==> src/sv/humidity_temp_frame_check_convert_top_macros.svh <==
// Assertion macros for the frame check and convert block.
// Each macro expects signals named clock and reset in the scope of use.
`ifndef HUMIDITY_TEMP_FRAME_CHECK_CONVERT_TOP_MACROS_SVH
`define HUMIDITY_TEMP_FRAME_CHECK_CONVERT_TOP_MACROS_SVH

`ifndef SYNTHESIS

// Property that must hold at every clock edge outside reset
`define HTFCC_ASSERT(lbl, prop, msg) \
   lbl: assert property (@(posedge clock) disable iff (reset) (prop)) else $error(msg);

// Implication checked in the next cycle
`define HTFCC_ASSERT_NEXT(lbl, ante, cons, msg) \
   lbl: assert property (@(posedge clock) disable iff (reset) (ante) |=> (cons)) \
      else $error(msg);

`else

`define HTFCC_ASSERT(lbl, prop, msg)
`define HTFCC_ASSERT_NEXT(lbl, ante, cons, msg)

`endif

`endif

==> src/sv/htfcc_pkg.sv <==
package htfcc_pkg;

   // Field widths
   localparam int RAW_W       = 16;
   localparam int CRC_W       = 8;
   localparam int VALUE_W     = 18;
   localparam int STATUS_BITS = 2;

   // Arithmetic widths
   localparam int GAIN_W = 18;
   localparam int PROD_W = GAIN_W + RAW_W;
   localparam int NUM_W  = PROD_W + 1;
   localparam int FRAC_W = 16;
   localparam int QUOT_W = NUM_W - FRAC_W;

   // CRC-8, x^8+x^5+x^4+1, MSB first
   localparam logic [CRC_W-1:0] CRC_POLY = 8'h31;
   localparam logic [CRC_W-1:0] CRC_INIT = 8'h00;

   // Conversion gains (milli-units per full scale) and offsets scaled by 2^16
   localparam logic [GAIN_W-1:0] TEMP_GAIN   = 18'd175720;
   localparam logic [GAIN_W-1:0] HUM_GAIN    = 18'd125000;
   localparam logic [NUM_W-1:0]  TEMP_OFFSET = 35'd3070361600;
   localparam logic [NUM_W-1:0]  HUM_OFFSET  = 35'd393216000;

   // Status codes
   localparam logic STATUS_OK      = 1'b0;
   localparam logic STATUS_CRC_ERR = 1'b1;

   typedef enum logic {
      KIND_TEMP = 1'b0,
      KIND_HUM  = 1'b1
   } kind_type;

   // Stage 1 to stage 2 transaction
   typedef struct packed {
      logic             valid;
      kind_type         kind;
      logic [RAW_W-1:0] word;
      logic [CRC_W-1:0] rcrc;
      logic [CRC_W-1:0] crc_hi;
   } s1_type;

   // Stage 2 to stage 3 transaction
   typedef struct packed {
      logic              valid;
      kind_type          kind;
      logic              crc_ok;
      logic [PROD_W-1:0] prod;
   } s2_type;

   // Advance a CRC-8 over one data byte
   function automatic logic [CRC_W-1:0] crc_byte(input logic [CRC_W-1:0] crc,
                                                 input logic [CRC_W-1:0] data);
      logic [CRC_W-1:0] c;
      c = crc ^ data;
      for (int i = 0; i < CRC_W; i++) begin
         if (c[CRC_W-1]) begin
            c = {c[CRC_W-2:0], 1'b0} ^ CRC_POLY;
         end else begin
            c = {c[CRC_W-2:0], 1'b0};
         end
      end
      return c;
   endfunction

endpackage

==> src/sv/htfcc_crc_stage.sv <==
module htfcc_crc_stage (
   input  logic                                  clock,
   input  logic                                  reset,
   input  logic                                  in_valid,
   input  logic                                  in_kind,
   input  logic [htfcc_pkg::RAW_W-1:0]           in_word,
   input  logic [htfcc_pkg::CRC_W-1:0]           in_rcrc,
   output htfcc_pkg::s1_type                     out_s1
);
   import htfcc_pkg::*;

   s1_type s1_ff;
   s1_type s1_in;

   // Run the CRC over the high byte
   always_comb begin
      s1_in.valid  = in_valid;
      s1_in.kind   = kind_type'(in_kind);
      s1_in.word   = in_word;
      s1_in.rcrc   = in_rcrc;
      s1_in.crc_hi = crc_byte(CRC_INIT, in_word[RAW_W-1:CRC_W]);
   end

   // Hold the transaction; clear it on reset
   always_ff @(posedge clock) begin
      if (reset) begin
         s1_ff <= '0;
      end else begin
         s1_ff <= s1_in;
      end
   end

   assign out_s1 = s1_ff;

endmodule

==> src/sv/htfcc_mul_stage.sv <==
module htfcc_mul_stage (
   input  logic              clock,
   input  logic              reset,
   input  htfcc_pkg::s1_type in_s1,
   output htfcc_pkg::s2_type out_s2
);
   import htfcc_pkg::*;

   s2_type            s2_ff;
   s2_type            s2_in;
   logic [CRC_W-1:0]  crc_full;
   logic [GAIN_W-1:0] gain;
   logic [RAW_W-1:0]  mag;

   // Finish the CRC over the low byte, scale the word with status bits cleared
   always_comb begin
      crc_full = crc_byte(in_s1.crc_hi, in_s1.word[CRC_W-1:0]);
      gain     = (in_s1.kind == KIND_TEMP) ? TEMP_GAIN : HUM_GAIN;
      mag      = {in_s1.word[RAW_W-1:STATUS_BITS], {STATUS_BITS{1'b0}}};

      s2_in.valid  = in_s1.valid;
      s2_in.kind   = in_s1.kind;
      s2_in.crc_ok = (crc_full == in_s1.rcrc);
      s2_in.prod   = PROD_W'(gain) * PROD_W'(mag);
   end

   // Hold the transaction; clear it on reset
   always_ff @(posedge clock) begin
      if (reset) begin
         s2_ff <= '0;
      end else begin
         s2_ff <= s2_in;
      end
   end

   assign out_s2 = s2_ff;

endmodule

==> src/sv/htfcc_conv_stage.sv <==
module htfcc_conv_stage (
   input  logic                               clock,
   input  logic                               reset,
   input  htfcc_pkg::s2_type                  in_s2,
   output logic                               out_strobe,
   output logic signed [htfcc_pkg::VALUE_W-1:0] out_value,
   output logic                               out_status
);
   import htfcc_pkg::*;

   logic                      strobe_ff;
   logic                      strobe_in;
   logic signed [VALUE_W-1:0] value_ff;
   logic signed [VALUE_W-1:0] value_in;
   logic                      status_ff;
   logic                      status_in;
   logic [NUM_W-1:0]          num;
   logic [QUOT_W-1:0]         quot;

   // Subtract offset, divide by 2^16 truncating toward zero, zero the value and flag status on CRC error
   always_comb begin
      num = {1'b0, in_s2.prod} - ((in_s2.kind == KIND_TEMP) ? TEMP_OFFSET : HUM_OFFSET);
      quot = num[NUM_W-1:FRAC_W];
      if (num[NUM_W-1] && (num[FRAC_W-1:0] != '0)) begin
         quot = quot + QUOT_W'(1);
      end

      strobe_in = in_s2.valid;
      if (in_s2.crc_ok) begin
         value_in  = quot[VALUE_W-1:0];
         status_in = STATUS_OK;
      end else begin
         value_in  = '0;
         status_in = STATUS_CRC_ERR;
      end
   end

   // Register the result; strobe is reset
   always_ff @(posedge clock) begin
      value_ff  <= value_in;
      status_ff <= status_in;
      if (reset) begin
         strobe_ff <= 1'b0;
      end else begin
         strobe_ff <= strobe_in;
      end
   end

   assign out_strobe = strobe_ff;
   assign out_value  = value_ff;
   assign out_status = status_ff;

endmodule

==> src/sv/humidity_temp_frame_check_convert_top.sv <==
// Throughput: one transaction per cycle while busy is low; each accepted transaction
// passes in order through the three register stages
// (high-byte CRC, low-byte CRC plus multiply, offset and scale).
// Reset: synchronous, clears all stage valid bits; busy is high during reset
// and in the cycle after it, and low otherwise, since results cannot stall.
`include "humidity_temp_frame_check_convert_top_macros.svh"

module humidity_temp_frame_check_convert_top (
   input  logic                                 clock,
   input  logic                                 reset,
   input  logic                                 start,
   output logic                                 busy,
   input  logic                                 req_type,
   input  logic [htfcc_pkg::RAW_W-1:0]          req_raw_data,
   input  logic [htfcc_pkg::CRC_W-1:0]          req_received_crc,
   output logic                                 rsp_strobe,
   output logic signed [htfcc_pkg::VALUE_W-1:0] rsp_value_milli,
   output logic                                 rsp_status
);
   import htfcc_pkg::*;

   logic   busy_ff;
   logic   accept;
   s1_type s1;
   s2_type s2;

   // Hold off transactions while coming out of reset
   always_ff @(posedge clock) begin
      busy_ff <= reset;
   end

   assign busy   = busy_ff | reset;
   assign accept = start & ~busy;

   htfcc_crc_stage u_crc (
      .clock    (clock),
      .reset    (reset),
      .in_valid (accept),
      .in_kind  (req_type),
      .in_word  (req_raw_data),
      .in_rcrc  (req_received_crc),
      .out_s1   (s1)
   );

   htfcc_mul_stage u_mul (
      .clock  (clock),
      .reset  (reset),
      .in_s1  (s1),
      .out_s2 (s2)
   );

   htfcc_conv_stage u_conv (
      .clock      (clock),
      .reset      (reset),
      .in_s2      (s2),
      .out_strobe (rsp_strobe),
      .out_value  (rsp_value_milli),
      .out_status (rsp_status)
   );

   `HTFCC_ASSERT(a_result_follows, accept |-> ##3 rsp_strobe, "accepted transaction lost")
   `HTFCC_ASSERT(a_no_spurious, rsp_strobe |-> $past(accept, 3), "result without transaction")
   `HTFCC_ASSERT(a_err_zero, rsp_strobe & rsp_status |-> rsp_value_milli == '0, "error value set")
   `HTFCC_ASSERT_NEXT(a_stage_order, s1.valid, s2.valid, "stage valid dropped")

endmodule

==> config.mk <==
export PLATFORM = sky130hd
export DESIGN_NAME = humidity_temp_frame_check_convert_top
export DESIGN_NICKNAME = d
export VERILOG_FILES = /design/src/sv/htfcc_pkg.sv /design/src/sv/htfcc_crc_stage.sv /design/src/sv/htfcc_mul_stage.sv /design/src/sv/htfcc_conv_stage.sv /design/src/sv/humidity_temp_frame_check_convert_top.sv
export VERILOG_INCLUDE_DIRS = /design/src /design/src/sv
export SDC_FILE = /design/constraint.sdc
export NUM_CORES = 1
export LEC_CHECK = 0
export ABC_AREA = 1
export BUFFER_PORTS_ARGS = -buffer_cell sky130_fd_sc_hd__buf_2
export CAP_MARGIN = 0
export CORE_MARGIN = 2
export CORE_UTILIZATION = 56
export DETAILED_ROUTE_END_ITERATION = 8
export GPL_ROUTABILITY_DRIVEN = 0
export PLACE_DENSITY = 0.75
export SLEW_MARGIN = 30
export SYNTH_ARGS = -nofsm -noshare
export SYNTH_HDL_FRONTEND = slang
export SYNTH_SLANG_ARGS = --single-unit
==> constraint.sdc <==
create_clock -name clock -period 8.51 [get_ports clock]
set_input_delay 0.4255 -clock clock [delete_from_list [all_inputs] [get_ports clock]]
set_output_delay 0.4255 -clock clock [all_outputs]
set_load 0.02 [all_outputs]
* Word level (Yosys, flattened, before mapping)
Cells that the tools add are included.
W data, S select, Z words.
** Word-level totals
- Register bits after elaboration :: 92
- Output and inout port bits :: 21
- Logic and storage cells :: 63
** Operators by class
- Add/subtract/negate cells :: 2
- Multipliers :: 1
- Equality and inequality tests :: 1
- Muxes and demuxes :: 20
- Bitwise gates (word level) :: 21
- Reduce and logical (&&, ||, !) cells :: 3
** Operator list (number)
- $mux W6 :: 16
- $not A3 Y3 :: 16
- $mux W18 :: 2
- $sub A34 B32 Y35 :: 1
- $mul A18 B14 Y32 :: 1
- $mux W32 :: 1
- $add A18 B1 Y18 const B :: 1
- $reduce_bool A16 Y1 :: 1
- $eq A8 B8 Y1 :: 1
- $xor A8 B8 Y8 :: 1
- $not A1 Y1 :: 2
- $reduce_or A2 Y1 :: 1
- $and A1 B1 Y1 :: 1
- $logic_and A1 B1 Y1 :: 1
- $mux W1 :: 1
- $or A1 B1 Y1 :: 1

* Longest topological paths before layout
Gate-level depths: netlist of run 1.
- Word-level depth :: 18
- Gate-level depth with buffers :: 27
- Mapped depth without buffers :: 27

* Cells and area by module
From an unflattened synthesis of run 1, not the netlist that was laid out.
** Second synthesis, totals
- Cells, all modules :: 1323
- Area total of the unflattened synthesis :: 9739.3 um2
** By module, submodules not included
- htfcc_mul_stage :: instances 1, cells each 887, area each 6787.8 um2
- htfcc_conv_stage :: instances 1, cells each 296, area each 1803.0 um2
- htfcc_crc_stage :: instances 1, cells each 134, area each 1104.8 um2
- humidity_temp_frame_check_convert_top :: instances 1, cells each 6, area each 43.8 um2

* Worst setup path before layout of run 1
OpenSTA, ideal clock, no wires.
- Path kind :: register -> register
- Start :: register u_crc.s1_ff (netlist bit u_crc.out_s1[32])
- End :: register u_mul.s2_ff (netlist bit u_mul.out_s2[32])
- Library setup time :: 113 ps
- Arrival time :: 5117 ps
- Required time :: 8397 ps
- Setup slack :: 3281 ps
- Cell stages (with the launch flop) :: 24
- Buffers on the path :: 2
- Clock period less this slack :: 5229 ps
- Path through :: dfxtp_1 clkbuf_1 buf_1 nor2_1 fa_1 inv_1 fa_1 inv_1 fa_1 fa_1 fa_1 ha_1 ha_1 nand2_1 inv_1 nand2_1 nor3_1 nand4_1 nand3_1 nand2_1 nand3_1 nand2_1 nand2_1 nor2_1
** On the way
- Longest elaborated chain between the ends :: 2
** Ends and longest elaborated chain
- from (decl) :: RTL line htfcc_crc_stage.sv:12 : s1_type s1_ff;
- from (signal assigned) :: RTL line htfcc_crc_stage.sv:29 : s1_ff <= s1_in;
- $mux W18 :: RTL line htfcc_mul_stage.sv:18 : gain = (in_s1.kind == KIND_TEMP) ? TEMP_GAIN : HUM_GAIN;
- $mul A18 B14 Y32 :: RTL line htfcc_mul_stage.sv:24 : s2_in.prod = PROD_W'(gain) * PROD_W'(mag);
- to (signal assigned) :: RTL line htfcc_mul_stage.sv:32 : s2_ff <= s2_in;
- to (decl) :: RTL line htfcc_mul_stage.sv:9 : s2_type s2_ff;
Every way passes these cells.
A chain may end at the register's enable or synchronous reset.

* Worst setup path in the final report of run 1
- Start :: register u_crc.s1_ff (netlist bit u_crc.out_s1[32])
- End :: register u_mul.s2_ff (netlist bit u_mul.out_s2[25])
Same word-level chain as after synthesis.

==> results of run 1 <==
[per-stage QoR]
stage / power, mW / cell area [µm²] / hold WS [ns] / utilization
floorplan: 1.85 / 9050 / 0.388 / -
global placement: 2.17 / 9520 / 0.388 / 0.601
detailed placement: 2.21 / 9520 / 0.395 / 0.601
CTS: 2.65 / 9830 / 0.258 / 0.621
global route: 2.95 / 9830 / 0.266 / 0.621
finish: 2.65 / 9830 / 0.271 / 0.621
[layout make-up]
type	count	area, µm²
fillers	1377	6000
repair buffers	48	240
flip-flops and latches	87	1740
clock buffers	9	225
inverters	254	953
multi-input cells	801	6310
clock inverters	7	86.3
well taps	216	270
[how the worst min path moves through the flow]
stage	cells after the start	to	startpoint	slack (ns)
after detailed placement	2	u_mul.out_s2[36]	u_crc.out_s1[33]	0.39
after global placement	2	u_mul.out_s2[36]	u_crc.out_s1[33]	0.39
after floorplan	2	u_conv.out_strobe	u_mul.out_s2[36]	0.39
final	3	u_crc.out_s1[32]	req_type	0.27
after global routing	3	u_crc.out_s1[22]	req_raw_data[6]	0.27
after CTS	3	u_crc.out_s1[22]	req_raw_data[6]	0.26
[power by group]
part           total, mW  switching [mW]  internal, mW
clock              0.414           0.180         0.234
combinational       1.71            1.09         0.618
sequential         0.521          0.0511         0.470
[kinds of logic (layout without fill, tap and decap cells)]
kind of cell / after synthesis / after routing / synth area share
flip-flops: 87 / 87 / 0.193
adder cells (fa/ha/maj): 222 / 222 / 0.388
buffers and inverters: 265 / 318 / 0.110
XOR/XNOR: 40 / 40 / 0.0387
AO/OA/AOI/OAI: 115 / 115 / 0.0716
AND/OR/NAND/NOR: 421 / 421 / 0.199
other: 2 / 3 / 0.000830
[layer usage]
layer,up-vias,share of wire,GRT usage
li1,3639,-,-
met1,3329,0.44,0.305
met2,182,0.48,0.415
met3,45,0.042,0.0406
met4,0,0.030,0.0851
met5,-,0,0
[cells in the final DEF (no fill, tap or decap), types with 4 or more instances in the layout]
cell / instances
nor2_2: 7
xnor2_1: 17
o21bai_1: 4
ha_1: 125
buf_2: 48
o21ai_0: 37
fa_1: 97
nand2_1: 181
nor3_1: 7
nand2_2: 16
dfxtp_1: 86
clkbuf_16: 9
nand4_1: 12
nand3_1: 40
a21o_1: 6
xor2_1: 23
nor2_1: 146
a31oi_1: 5
inv_1: 249
inv_2: 4
a21oi_1: 51
[registers in the layout, indices dropped and copies added (netlist names)]
register / flops
u_crc.out_s1: 34
busy_ff: 1
u_mul.out_s2: 32
u_conv.out_value: 18
u_conv.out_strobe: 1
u_conv.out_status: 1
[critical path: cells and delay by family (launching register included)]
family | cells | cell delay (ns)
AO/OA/AOI/OAI | 3 | 0.48
buffers and inverters | 4 | 0.20
adder cells (fa/ha/maj) | 7 | 3.01
flip-flops | 1 | 0.69
AND/OR/NAND/NOR | 12 | 1.25
==> summary.md, run 1 <==
| Metric | Value |
|---|---|
| # diodes | 0 |
| Status | complete, no violations |
| Number of synthesized flops with an enable pin | 0 |
| Worst Setup EP | u_mul.out_s2[25] |
| Clock H-tree levels | 3 |
| Vias after detailed routing | 7195 |
| DRC errors left | 0 |
| Number of port buffers | 48 |
| Biggest area consumer among synthesized cells | fa_1 |
| Initial Utilization | 0.572 |
| # rows | 46 |
| Ports | 49 |
| Share of cells above drive strength 1 | 0.0879 |
| CTS tree | yes |
| Post-synth ARST share | 0 |
| Area share of the largest cell type after synthesis | 0.215 |
| Vias in the first global route | 7080 |
| Crit path kind | reg2reg |
| Slowest-stage cell, CP | dfxtp_2 |
| Most numerous cell in the Yosys netlist | inv_1 |
| Slew HR | 0.471 |
| Pre-CTS setup slack | 2.42 ns |
| Worst-Skew Late Latency | 0.35 ns |
| WP data arrival | 6.01 ns |
| Post-Route Skew | 0.00622 ns |
| Max-cap violations | 0 |
| Longest Clk Path Bufs | 2 |
| Vias per cell | 5.06 |
| #FFs+latches synth | 87 |
| Post-DR wirelength/cell | 13.3 µm |
| Cts bufs inserted | 9 |
| Seq/Total Area, Yosys | 0.193 |
| GRT Total Usage | 0.240 |
| Crit start category | flop |
| Max stage delay on crit path | 0.69 ns |
| Synth warn | 0 |
| Worst-Margin Slew | 0.794 ns |
| Synth area leaders | fa_1 (21%), dfxtp_1 (19%), ha_1 (17%) |
| CORE AREA | 15800 µm² |
| Die area | 17200 µm² |
| Ys flop type | dfxtp_1 |
| DR pass1 iterations | 6 |
| Max VDD drop | 0.000185 V |
| Fin crit share | 0.677 |
| Chip width | 131 µm |
| Initial antenna violation count | 0 |
| Post-CTS Resized | 0 |
| Critical Path Source | u_crc.out_s1[32] |
| Post-CTS Setup Repair Bufs | 0 |
| CP max FO | 31 |
| Clock slew at reported path FFs | 0.07 ns |
| Synth top cells by count | inv_1 (249), nand2_1 (181), nor2_1 (146), ha_1 (125), fa_1 (97) |
| Fin cells | 1422 |
| Final worst-path setup slack | 2.74 ns |
| Area Overhead vs Synth | 8.67% |
| Clk Tree Root Cell | clkbuf_16 |
| Largest net degree at the start of global routing | 46 |
| Count of cell types in the netlist | 38 |
| Hold Crit Class | in2reg |
| Post-Synthesis Cell Area | 9050 µm² |
| Power Dens Cells | 269 nW/µm² |
| Final Hold Fails | 0 |
| Hold-fix buffers at CTS | 0 |
| GR Overflow Total | 0 |
| Syn Inst Count | 1152 |
| Sink Count | 87 |
| Setup crit end kind | flop |
| DP Cell Count | 1406 |
| Die Y | 131 µm |
| WP data required | 8.76 ns |
| Nets | 1451 |
| Min cycle time layout | 5.77 ns |
| Pleak | 5.50 nW |
| Final Max Tran Viols | 0 |
| 1st-iter DRT viols | 419 |
| Reg2reg start | u_crc.out_s1[32] |
| Reg2reg end | u_mul.out_s2[25] |
| Setup Viol. Count Final | 0 |
| Total Wirelength | 18900 µm |
| Routed Antenna Nets | 0 |
| R2R Setup Slk | 2.74 ns |
| Reg2reg path depth | 26 |
| RSZ-0062 raised after global routing | false |
| Achievable Freq | 173 MHz |
| Final setup TNS | 0 ns |
| Syn Area/Cell | 7.85 µm² |
| Most frequent CP cell | nor2_1 |
| First-pass GRT wire length | 32100 µm |
| Dpl hpwl | 15900 µm |
(Power assumes the default switching activity.)
==> run 2, diff against run 1 <==
==> constraint.sdc (replaced) <==
create_clock -name clock -period 5.4 [get_ports clock]
set_input_delay 0.27 -clock clock [delete_from_list [all_inputs] [get_ports clock]]
set_output_delay 0.27 -clock clock [all_outputs]
set_load 0.02 [all_outputs]
==> run 2 against run 1 <==
Effect of this change:
- sequential share of layout area down 0.70 points
- cell count up 2.4%
- worst hold slack worse by 0.16 ns
- first-iteration DRC count down 27%
- die area unchanged
- via count up 1.8%
- clock power up 54%
- count of clock-buffer cells in the layout unchanged
- power up 73%
- critical endpoint is now u_mul.out_s2[28]
==> summary.md, run 2 (synthesis gave the netlist of run 1 again) <==
| Metric | Value |
|---|---|
| Power Dens Cells | 444 nW/µm² (was 269 nW/µm²) |
| Placed Area | 9770 µm² (was 9520 µm²) |
| Final Hold Fails | 0 (unchanged) |
| Worst path bufs/invs | 4 (unchanged) |
| Max-cap violations | 0 (unchanged) |
| First-pass GRT wire length | 33200 µm (was 32100 µm) |
| CP top delay family | adder cells (unchanged) |
| Slowest-stage cell, CP | fa_1 (was dfxtp_2) |
| Post-DR wirelength/cell | 13.5 µm (was 13.3 µm) |
| Max stage delay on crit path | 0.53 ns (was 0.69 ns) |
| # diodes | 0 (unchanged) |
| Final setup TNS | 0 ns (unchanged) |
| Worst-Skew Late Latency | 0.36 ns (was 0.35 ns) |
| Clk Tree Root Cell | clkbuf_16 (unchanged) |
| Largest net degree at the start of global routing | 46 (unchanged) |
| Vias in the first global route | 7436 (was 7080) |
| Chip width | 131 µm (unchanged) |
| Net Sw Frac | 0.498 (was 0.500) |
| # rows | 46 (unchanged) |
| Max VDD drop | 0.000357 V (was 0.000185 V) |
| Fin cells | 1456 (was 1422) |
| Most common cell after layout, fill and taps aside | inv_1 (unchanged) |
| DP Cell Count | 1440 (was 1406) |
| Number of port buffers | 48 (unchanged) |
| GRT Total Usage | 0.248 (was 0.240) |
| Multi-input gate area | 6500 µm² (was 6310 µm²) |
| DRC errors left | 0 (unchanged) |
| Filler cells | 1322 (was 1377) |
| Crit start category | flop (unchanged) |
| Most frequent CP cell | fa_1 (was nor2_1) |
| Setup Viol. Count Final | 0 (unchanged) |
| Worst-Margin Slew | 0.772 ns (was 0.794 ns) |
| Clock H-tree levels | 3 (unchanged) |
| Die Y | 131 µm (unchanged) |
| Min cycle time layout | 5.20 ns (was 5.77 ns) |
| Vias per cell | 5.03 (was 5.06) |
| DR pass1 iterations | 4 (was 6) |
| Sink Count | 87 (unchanged) |
| Area Overhead vs Synth | 13.7% (was 8.67%) |
| DRT met1 WL | 8640 µm (was 8400 µm) |
| Crit path kind | reg2reg (unchanged) |
| Nets | 1485 (was 1451) |
| GR Overflow Total | 0 (unchanged) |
| Cts bufs inserted | 9 (unchanged) |
| Dpl hpwl | 16400 µm (was 15900 µm) |
| Vias after detailed routing | 7321 (was 7195) |
| Routed length on met2 | 9520 µm (was 9170 µm) |
| Longest Clk Path Bufs | 2 (unchanged) |
| Top Metal Used | met4 (unchanged) |
| WP data arrival | 5.44 ns (was 6.01 ns) |
| Post-CTS Setup Repair Bufs | 0 (unchanged) |
| Switch Pwr | 2.27 mW (was 1.32 mW) |
| Pleak | 5.67 nW (was 5.50 nW) |
| Fin crit share | 0.963 (was 0.677) |
| Most frequent cells in the layout | inv_1 (249), nand2_1 (180), nor2_1 (136), ha_1 (114), fa_1 (97) (was inv_1 (249), nand2_1 (181), nor2_1 (146), ha_1 (125), fa_1 (97)) |
| Post-Route Skew | 0.00946 ns (was 0.00622 ns) |
| Max reg flops | 34 (unchanged) |
| Setup crit end kind | flop (unchanged) |
| Total Wirelength | 19700 µm (was 18900 µm) |
| Final instance area | 10300 µm² (was 9830 µm²) |
| Status | complete, no violations (unchanged) |
| Routed wl met3 | 853 µm (was 789 µm) |
| Sequential share of power | 0.177 (was 0.197) |
| 1st-iter DRT viols | 304 (was 419) |
| Hold-fix buffers at CTS | 0 (unchanged) |
| Comb pwr share | 0.683 (was 0.647) |
| CORE AREA | 15800 µm² (unchanged) |
| WP data required | 5.64 ns (was 8.76 ns) |
| Routed Antenna Nets | 0 (unchanged) |
| Ports | 49 (unchanged) |
| CP max FO | 10 (was 31) |
| Initial antenna violation count | 0 (unchanged) |
| Die area | 17200 µm² (unchanged) |
| CP cell instances | buf_6, nor2_2, fa_1, inv_1, fa_1, inv_1, fa_1, fa_1, fa_1, ha_1, ha_4, a21oi_1, o21ai_0, a21oi_1, nand3_2, buf_4, o21ai_0, a21oi_1 |
| Share of cells above drive strength 1 | 0.143 (was 0.0879) |
| Reg area | 1750 µm² (was 1740 µm²) |
| Achievable Freq | 192 MHz (was 173 MHz) |
| Clk pwr share | 0.140 (was 0.157) |
| Initial Utilization | 0.572 (unchanged) |
| Cell internal pwr | 2.29 mW (was 1.32 mW) |
| Hold Crit Class | in2reg (unchanged) |
| CTS tree | yes (unchanged) |
| Clock slew at reported path FFs | 0.07 ns (about the same) |
| Hold Slack | 0.106 ns (was 0.271 ns) |
| Slew HR | 0.485 (was 0.471) |
| Final Max Tran Viols | 0 (unchanged) |
## run 2: changes by cell type in the layout (fill, tap and decap cells not counted), moves of 3 or more
cell,change
a21oi_2,+6
nor2_2,+10
dfxtp_1,-4
buf_4,+33
clkinv_8,+3
ha_4,+8
nor2_1,-10
dfxtp_2,+3
ha_2,+3
a21oi_1,-6
ha_1,-11
## run 2: power groups by stage
stage | Sequential [mW] | Clock [mW] | Combinational [mW]
after CTS | 0.809 | 0.652 | 2.80
after detailed placement | 0.824 | 0 | 2.74
after floorplan | 0.811 | 0 | 2.10
final | 0.810 | 0.637 | 3.12
after global placement | 0.821 | 0 | 2.71
after global routing | 0.821 | 0.682 | 3.53
## run 2: stage by stage
step,util,power (mW),setup WS [ns]
finish,0.650,4.57,0.199
global route,0.650,5.04,-0.00869
detailed placement,0.617,3.56,-0.0518
CTS,0.638,4.26,0.00729
global placement,0.617,3.53,0.0861
floorplan,-,2.91,0.171
## run 2: worst register-to-register path: stages, from the launching register on
cell	delay (ns)
dfxtp_4	0.41
buf_6	0.16
nor2_2	0.07
fa_1	0.50
inv_1	0.05
fa_1	0.53
inv_1	0.07
fa_1	0.51
fa_1	0.52
fa_1	0.53
ha_1	0.36
ha_4	0.28
a21oi_1	0.22
o21ai_0	0.19
a21oi_1	0.20
nand3_2	0.13
buf_4	0.15
o21ai_0	0.14
a21oi_1	0.06
## run 2: routing by layer
metal,vias up,GRT usage
met5,-,0
met4,0,0.104
met3,54,0.0438
met2,169,0.437
met1,3394,0.298
li1,3704,-
## run 2: layout make-up
type	instances	share of cell area
repair buffers	82	0.0486
flip-flops and latches	87	0.170
clock inverters	7	0.00840
well taps	216	0.0263
multi-input cells	801	0.632
clock buffers	9	0.0219
inverters	254	0.0927
## run 2: repair_timing
action,in CTS,in global routing
endpoints found under the setup margin,3,15
endpoints found under the hold margin,0,0
pin swaps,0,4
resized for setup,2,43
## run 2: final timing paths
kind / from / endpoint / slack [ns] / cells after the start
max: u_crc.out_s1[32] / u_mul.out_s2[28] / 0.20 / 18
min: req_raw_data[4] / u_crc.out_s1[20] / 0.11 / 3
max reg2reg: u_crc.out_s1[32] / u_mul.out_s2[28] / 0.20 / 18
min reg2reg: u_crc.out_s1[33] / u_mul.out_s2[36] / 0.41 / 2
